[src/hdl/mrc_pkg.sv]
// ----------------------------------------------------------------------------
// mrc_pkg: shared types and constants
// Status codes, frame limits and the item/result records that pass
// between the response checker modules.
// ----------------------------------------------------------------------------
package mrc_pkg;

    localparam int BYTE_W  = 8;
    localparam int CNT_W   = 4;
    localparam int CRC_W   = 16;
    localparam int VALUE_W = 16;
    localparam int HDR_N   = 5;
    localparam int ADDR_W  = 2;
    localparam int DATA_W  = 32;

    localparam logic [CRC_W-1:0]  CRC_INIT  = 16'hFFFF;
    localparam logic [CRC_W-1:0]  CRC_POLY  = 16'hA001;
    localparam logic [BYTE_W-1:0] EXC_BIT   = 8'h80;
    localparam logic [CNT_W-1:0]  MIN_LEN   = 4'd5;
    localparam logic [CNT_W-1:0]  REG_LEN   = 4'd7;
    localparam logic [BYTE_W-1:0] REG_BYTES = 8'd2;
    localparam logic [CNT_W-1:0]  BUF_REG   = 4'd8;
    localparam logic [CNT_W-1:0]  BUF_BIT   = 4'd7;
    localparam logic [CNT_W-1:0]  COUNT_MAX = 4'd15;

    localparam logic [BYTE_W-1:0] SLAVE_RESET = 8'd1;
    localparam logic [ADDR_W-1:0] ADDR_SLAVE  = 2'd0;

    localparam logic [2:0] ST_OK    = 3'd0;
    localparam logic [2:0] ST_RXERR = 3'd1;
    localparam logic [2:0] ST_SHORT = 3'd2;
    localparam logic [2:0] ST_CRC   = 3'd3;
    localparam logic [2:0] ST_SLAVE = 3'd4;
    localparam logic [2:0] ST_EXC   = 3'd5;
    localparam logic [2:0] ST_FUNC  = 3'd6;
    localparam logic [2:0] ST_DATA  = 3'd7;

    typedef struct packed {
        logic [BYTE_W-1:0] rx_byte;
        logic              last;
        logic [1:0]        cmd;
    } mrc_item_t;

    typedef struct packed {
        logic [2:0]         status;
        logic [VALUE_W-1:0] value;
        logic [BYTE_W-1:0]  exc_code;
    } mrc_result_t;

endpackage

[src/hdl/mrc_crc16.sv]
// ----------------------------------------------------------------------------
// mrc_crc16: one-byte CRC-16 update
// Reflected Modbus CRC, eight shift steps unrolled into combinational logic.
// ----------------------------------------------------------------------------
module mrc_crc16
    import mrc_pkg::*;
(
    input  logic [CRC_W-1:0]  crc_in,
    input  logic [BYTE_W-1:0] data_in,
    output logic [CRC_W-1:0]  crc_out
);

    always_comb
    begin
        logic [CRC_W-1:0] c;
        c = crc_in ^ {8'h00, data_in};
        for (int k = 0; k < 8; k++)
        begin
            if (c[0])
                c = (c >> 1) ^ CRC_POLY;
            else
                c = c >> 1;
        end
        crc_out = c;
    end

endmodule

[src/hdl/mrc_frame.sv]
// ----------------------------------------------------------------------------
// mrc_frame: frame state and response checks
// Holds CRC, byte count, header and tail bytes; on the last byte of a
// frame forms the status, decoded value and exception code, then clears the frame.
// ----------------------------------------------------------------------------
module mrc_frame
    import mrc_pkg::*;
(
    input  logic              clk,
    input  logic              rst_n,
    input  logic              go,
    input  mrc_item_t         item,
    input  logic [BYTE_W-1:0] slave_address,
    output mrc_result_t       result
);

    logic [CRC_W-1:0]  crc_reg,   crc_next;
    logic [CNT_W-1:0]  cnt_reg,   cnt_next;
    logic [BYTE_W-1:0] hdr_reg  [HDR_N];
    logic [BYTE_W-1:0] hdr_next [HDR_N];
    logic [BYTE_W-1:0] tail0_reg, tail0_next;
    logic [BYTE_W-1:0] tail1_reg, tail1_next;
    logic [CRC_W-1:0]  crc_upd;
    logic              reg_read;
    logic [CNT_W-1:0]  buf_len;
    logic [BYTE_W-1:0] bc;

    mrc_crc16 u_crc (
        .crc_in  (crc_reg),
        .data_in (tail0_reg),
        .crc_out (crc_upd)
    );

    // state after taking this byte
    always_comb
    begin
        crc_next   = (cnt_reg >= 4'd2) ? crc_upd : crc_reg;
        tail0_next = tail1_reg;
        tail1_next = item.rx_byte;
        for (int k = 0; k < HDR_N; k++)
        begin
            hdr_next[k] = (cnt_reg == CNT_W'(k)) ? item.rx_byte : hdr_reg[k];
        end
        cnt_next = (cnt_reg < COUNT_MAX) ? cnt_reg + 4'd1 : cnt_reg;
    end

    assign reg_read = item.cmd[1];
    assign buf_len  = reg_read ? BUF_REG : BUF_BIT;
    assign bc       = hdr_next[2];

    always_comb
    begin
        result = '0;
        priority if (cnt_next == '0 || cnt_next > buf_len)
            result.status = ST_RXERR;
        else if (cnt_next < MIN_LEN)
            result.status = ST_SHORT;
        else if (crc_next != {tail1_next, tail0_next})
            result.status = ST_CRC;
        else if (hdr_next[0] != slave_address)
            result.status = ST_SLAVE;
        else if ((hdr_next[1] & EXC_BIT) != '0)
        begin
            result.status   = ST_EXC;
            result.exc_code = hdr_next[2];
        end
        else if (hdr_next[1] != {6'd0, item.cmd} + 8'd1)
            result.status = ST_FUNC;
        else if (reg_read)
        begin
            if (cnt_next != REG_LEN || bc != REG_BYTES)
                result.status = ST_DATA;
            else
                result.value = {hdr_next[3], hdr_next[4]};
        end
        else
        begin
            // bit read: byte count 1 or 2, frame length byte count plus five
            if (!((bc == 8'd1 && cnt_next == MIN_LEN + 4'd1) ||
                  (bc == 8'd2 && cnt_next == MIN_LEN + 4'd2)))
                result.status = ST_DATA;
            else if (bc == 8'd2)
                result.value = {hdr_next[4], hdr_next[3]};
            else
                result.value = {8'h00, hdr_next[3]};
        end
    end

    always_ff @(posedge clk or negedge rst_n)
    begin
        if (!rst_n)
        begin
            crc_reg   <= CRC_INIT;
            cnt_reg   <= '0;
            tail0_reg <= '0;
            tail1_reg <= '0;
            for (int k = 0; k < HDR_N; k++)
                hdr_reg[k] <= '0;
        end
        else if (go)
        begin
            if (item.last)
            begin
                crc_reg   <= CRC_INIT;
                cnt_reg   <= '0;
                tail0_reg <= '0;
                tail1_reg <= '0;
                for (int k = 0; k < HDR_N; k++)
                    hdr_reg[k] <= '0;
            end
            else
            begin
                crc_reg   <= crc_next;
                cnt_reg   <= cnt_next;
                tail0_reg <= tail0_next;
                tail1_reg <= tail1_next;
                for (int k = 0; k < HDR_N; k++)
                    hdr_reg[k] <= hdr_next[k];
            end
        end
    end

endmodule

[src/hdl/modbus_rtu_response_checker_unit.sv]
// ----------------------------------------------------------------------------
// modbus_rtu_response_checker_unit: Modbus RTU response frame checker
// Checks CRC, address, function and length of a read response and
// decodes the returned register or bitfield.
// ----------------------------------------------------------------------------
// Usage:
//   Input channel (in_valid / in_stall): one response byte per item in line
//   order, with last marking the final byte and cmd the requested read.
//   Output channel (out_valid / out_stall): one result item per frame,
//   given for the last byte only: status, value, exc_code.
//   APB port: one register, slave_address at byte address 0 (reset 1).
//   Path: a last byte accepted into the input register passes the check
//   logic into the result register; it waits in the input register
//   only while a previous result is still stalled.
//   Throughput: one byte per cycle; the CRC byte update and the checks sit
//   in a single stage between the input register and the result register.
//   A stalled receiver holds the result; bytes that are not last keep
//   flowing into the frame state, and a last byte waits in the input
//   register until the result slot frees, which then stalls the sender.
//   Reset: frame state cleared (CRC FFFF, count zero), slave_address back
//   to 1, both channels empty.
// ----------------------------------------------------------------------------
module modbus_rtu_response_checker_unit
    import mrc_pkg::*;
(
    input  logic               clk,
    input  logic               rst_n,
    // input channel
    input  logic               in_valid,
    output logic               in_stall,
    input  logic [BYTE_W-1:0]  rx_byte,
    input  logic               last,
    input  logic [1:0]         cmd,
    // output channel
    output logic               out_valid,
    input  logic               out_stall,
    output logic [2:0]         status,
    output logic [VALUE_W-1:0] value,
    output logic [BYTE_W-1:0]  exc_code,
    // configuration
    input  logic               psel,
    input  logic               penable,
    input  logic               pwrite,
    input  logic [ADDR_W-1:0]  paddr,
    input  logic [DATA_W-1:0]  pwdata,
    output logic [DATA_W-1:0]  prdata,
    output logic               pready
);

    logic              s1_vld_reg, s1_vld_next;
    mrc_item_t         s1_item_reg;
    logic              s1_go;
    logic              in_take;
    logic              out_free;
    logic              out_load;
    logic              out_vld_reg, out_vld_next;
    mrc_result_t       out_res_reg;
    mrc_result_t       res;
    logic [BYTE_W-1:0] slave_reg;

    // ---- configuration register ----
    assign pready = 1'b1;
    assign prdata = (paddr == ADDR_SLAVE) ? {24'd0, slave_reg} : '0;

    always_ff @(posedge clk or negedge rst_n)
    begin
        if (!rst_n)
            slave_reg <= SLAVE_RESET;
        else if (psel && penable && pwrite && paddr == ADDR_SLAVE)
            slave_reg <= pwdata[BYTE_W-1:0];
    end

    // ---- handshake ----
    // a byte that is not last never needs the result slot
    assign out_free     = !out_vld_reg || !out_stall;
    assign s1_go        = s1_vld_reg && (!s1_item_reg.last || out_free);
    assign in_stall     = s1_vld_reg && !s1_go;
    assign in_take      = in_valid && !in_stall;
    assign out_load     = s1_go && s1_item_reg.last;
    assign s1_vld_next  = in_take ? 1'b1 : (s1_go ? 1'b0 : s1_vld_reg);
    assign out_vld_next = out_load ? 1'b1 : (out_stall ? out_vld_reg : 1'b0);

    // ---- input register ----
    always_ff @(posedge clk or negedge rst_n)
    begin
        if (!rst_n)
            s1_vld_reg <= 1'b0;
        else
            s1_vld_reg <= s1_vld_next;
    end

    always_ff @(posedge clk)
    begin
        if (in_take)
        begin
            s1_item_reg.rx_byte <= rx_byte;
            s1_item_reg.last    <= last;
            s1_item_reg.cmd     <= cmd;
        end
    end

    // ---- frame state and checks ----
    mrc_frame u_frame (
        .clk           (clk),
        .rst_n         (rst_n),
        .go            (s1_go),
        .item          (s1_item_reg),
        .slave_address (slave_reg),
        .result        (res)
    );

    // ---- result register ----
    always_ff @(posedge clk or negedge rst_n)
    begin
        if (!rst_n)
            out_vld_reg <= 1'b0;
        else
            out_vld_reg <= out_vld_next;
    end

    always_ff @(posedge clk)
    begin
        if (out_load)
            out_res_reg <= res;
    end

    assign out_valid = out_vld_reg;
    assign status    = out_res_reg.status;
    assign value     = out_res_reg.value;
    assign exc_code  = out_res_reg.exc_code;

`ifndef SYNTHESIS
    // a last byte that leaves the input register always shows a result
    a_last_gives_result: assert property (@(posedge clk) disable iff (!rst_n)
        out_load |=> out_valid)
        else $error("last byte did not produce a result");

    // the input side only stalls while an item is parked in the input register
    a_stall_needs_item: assert property (@(posedge clk) disable iff (!rst_n)
        in_stall |-> s1_vld_reg && s1_item_reg.last && out_vld_reg)
        else $error("input stalled without a blocked last byte");

    // value is zero unless the frame checked out
    a_value_zero: assert property (@(posedge clk) disable iff (!rst_n)
        out_valid && status != ST_OK |-> value == '0)
        else $error("nonzero value on failed frame");

    // exception code only accompanies an exception status
    a_exc_zero: assert property (@(posedge clk) disable iff (!rst_n)
        out_valid && status != ST_EXC |-> exc_code == '0)
        else $error("exception code outside exception status");
`endif

endmodule

[config.mk]
export PLATFORM = sky130hd
export DESIGN_NAME = modbus_rtu_response_checker_unit
export DESIGN_NICKNAME = d
export VERILOG_FILES = /design/src/hdl/mrc_pkg.sv /design/src/hdl/mrc_crc16.sv /design/src/hdl/mrc_frame.sv /design/src/hdl/modbus_rtu_response_checker_unit.sv
export SDC_FILE = /design/constraint.sdc
export NUM_CORES = 1
export LEC_CHECK = 0
export ABC_AREA = 1
export BUFFER_PORTS_ARGS = -buffer_cell sky130_fd_sc_hd__buf_2
export CAP_MARGIN = 20
export CORE_MARGIN = 5
export CORE_UTILIZATION = 60
export DETAILED_ROUTE_END_ITERATION = 8
export GPL_TIMING_DRIVEN = 0
export PLACE_DENSITY = 0.84
export SKIP_LAST_GASP = 1
export SYNTH_ARGS = -nofsm -noshare
export SYNTH_HDL_FRONTEND = slang
export SYNTH_SLANG_ARGS = --single-unit
export TNS_END_PERCENT = 50
[constraint.sdc]
create_clock -name clk -period 5.9 [get_ports clk]
set_input_delay 1.18 -clock clk [delete_from_list [all_inputs] [get_ports clk]]
set_output_delay 1.18 -clock clk [all_outputs]
set_load 0.02 [all_outputs]
==> reports/summary.txt <==
Post-synthesis mux area share: 0%
Final Skew: 18.6 ps
First-pass GRT wire length: 28.8 mm
Post-synthesis cell count: 874
Finished Cell Area: 8340 µm²
Post-route minimum period: 3320 ps
Initial drt markers: 648
Setup CP Type: reg2reg
Slew HR: 47.7%
Share of flip-flops with an asynchronous set or reset: 69.4%
Actual slew at the worst max-slew pin: 781 ps
Max_cap viols: 0
Mapped Area: 7060 µm²
# placed instances: 1105
RSZ-0062 raised after global routing: false
Util after Layout: 72.8%
Startpoint types: register
CTS root buffer: clkbuf_16
Simple-Gate Fraction of Synth Area: 26.4%
Crit. End Element: register
Synth Area in Compound Gates: 12.2%
Seq/Total Area, Yosys: 47.0%
GR Util All Layers: 25.7%
CP arrival: 3600 ps
CTS tree: yes
Post-synth EDFFs: 38
DR pass1 iterations: 6
Syn. warnings: 0
Core area: 11500 µm²
Crit Path Max Fanout: 10
Fmax: 301 MHz
Post-Route Setup TNS: 0 ps
Vias: 6213
Pwr Total: 3.46 mW
Vias per cell: 5.46
Synth Flop Type: dfrtp_1
Post-CTS setup repair buffer count: 0
Antenna viol nets, final: 0
Post-DP HPWL: 12.6 mm
Status: completed
Full die area: 14000 µm²
Min-delay worst type: reg2reg
Overflow after GRT: 0
Seq cells post-synth: 124
Post-Synth XOR/XNOR Area: 1.12%
Largest family of logic cells by synthesized area: simple AND/OR/NAND/NOR gates
Largest net degree at the start of global routing: 46
Port Buf Inserts: 64
CTS Buf Count: 17
# IOs: 114
Period utilisation layout: 56.3%
Fin cells: 1138
Unique cell type count in the Yosys netlist: 44
DRC viols: 0
Gpl congestion: 0.960
# resized after CTS: 0
Clock sink total: 124
Max Slew Vio Count: 0
Rows: 39
Die X: 118 µm
CTS clk-pin slew, worst paths: 60 ps
Synth Area per Inst: 8.08 µm²
Power Dens Cells: 414 nW/µm²
CTS HTree Levels: 4
Worst-skew pair later-pin latency: 430 ps
Number of global-route vias before repair: 5760
Clk buf depth: 2
Setup violators final: 0
Hold Buf Count CTS: 0
Share of post-route cells with drive strength above 1: 20.1%
Nets: 1043
Drt total wl: 17.8 mm
Largest register FFs: 40
Initial Util: 61.5%
Initial antenna violation count: 0
Die height: 118 µm
Hold violation total from the final report: 0
VDD IR max: 0.303 mV
Layout area overhead: 18.2%
N_diodes: 0
Leak pwr: 4.19 nW
Data required, critical path: 6180 ps
DR WL/cell: 15.6 µm
Adder-Cell Fraction of Synth Area: 1.60%
Dpl cell area: 7670 µm²
[kinds of logic after synthesis]
family / after synthesis
xor+xnor: 9
fa+ha+maj: 9
simple gates: 416
flops: 124
compound gates: 136
buf+inv: 178
other cells: 2
[worst max-delay path, cell delays in order (launching register included)]
cell     delay, ps
dfrtp_1        470
ha_1           270
nand3_1        160
o21ai_1        280
inv_1          120
ha_1           300
inv_1           60
nor2_1          40
o21ai_0        190
a32oi_1         90
a41oi_1        360
nand2_1        170
nor4_2         200
nand2_2        170
buf_6          190
nor2_2         100
[power by group]
part | switching, mW | internal, mW
Sequential | 0.0967 | 1.06
Clock | 0.383 | 0.760
Combinational | 0.771 | 0.389
Total | 1.25 | 2.21
[per-stage QoR]
stage	setup slack, ps	hold slack, ps
after floorplan	2990	453
final	2580	487
after detailed placement	1970	474
after global routing	2360	507
after global placement	2030	467
after CTS	2390	487
[cells in the final DEF (no fill, tap or decap), drive strengths merged, types with 2 or more instances in the layout]
cell type | synthesis | layout
nor3 | 4 | 4
nor2 | 64 | 64
clkinv | 0 | 4
ha | 9 | 9
o22ai | 49 | 49
or2 | 3 | 3
buf | 35 | 101
nand2 | 260 | 260
conb | 2 | 25
a22oi | 4 | 4
nand3 | 75 | 75
nor3b | 3 | 3
nand4 | 5 | 5
a21oi | 12 | 12
a22o | 15 | 15
inv | 127 | 128
nor4 | 2 | 2
xor2 | 9 | 9
dfstp | 17 | 17
dfrtp | 69 | 69
o21ai | 52 | 52
clkbuf | 16 | 37
bufinv | 0 | 5
edfxtp | 38 | 38
[worst paths after layout]
path / start / endpoint / slack, ps / cells past startpoint
min in group asynchronous: rst_n / u_frame.tail0_reg[3] / 770 / 1
max: u_frame.cnt_reg[1] / value[14] / 2580 / 15
max in group asynchronous: rst_n / slave_reg[0] / 4460 / 2
max reg2reg: u_frame.cnt_reg[1] / value[14] / 2580 / 15
min: u_frame.hdr_reg[22] / u_frame.hdr_reg[22] / 490 / 2
min reg2reg: u_frame.hdr_reg[22] / u_frame.hdr_reg[22] / 490 / 2
[area by class of cell]
class	instances	area, µm²
flip-flops and latches	124	3310
fillers	879	3120
multi-input cells	595	3010
well taps	143	179
inverters	127	477
clock buffers	21	450
repair buffers	66	378
plain buffers	51	343
clock inverters	11	191
[layer usage]
| layer | track usage [%] | vias to the layer above | part of all wire [%] |
|---|---|---|---|
| li1 | - | 3025 | - |
| met1 | 34.3 | 2828 | 42 |
| met2 | 39.7 | 315 | 46 |
| met3 | 7.02 | 45 | 8.9 |
| met4 | 10.9 | 0 | 2.7 |
| met5 | 0 | - | 0 |
[synthesized netlist by cell type (4+ instances only)]
library cell | number | share of area (%)
dfrtp_1 | 69 | 24
a21oi_1 | 11 | 0.78
dfstp_2 | 17 | 6.3
xor2_1 | 9 | 1.1
nand2_1 | 253 | 13
a22oi_1 | 4 | 0.43
edfxtp_1 | 38 | 16
inv_1 | 115 | 6.1
buf_4 | 26 | 2.8
o21ai_1 | 15 | 1.1
nor2_2 | 11 | 0.98
clkbuf_1 | 16 | 0.85
o22ai_1 | 49 | 4.3
nand4_1 | 4 | 0.35
nor2_1 | 49 | 2.6
inv_2 | 12 | 0.64
o21ai_2 | 5 | 0.62
nand3_1 | 72 | 5.1
buf_6 | 7 | 1.1
o21ai_0 | 32 | 2.3
a22o_1 | 15 | 1.9
ha_1 | 9 | 1.6
No activity file was read; power rests on OpenSTA's default activity.
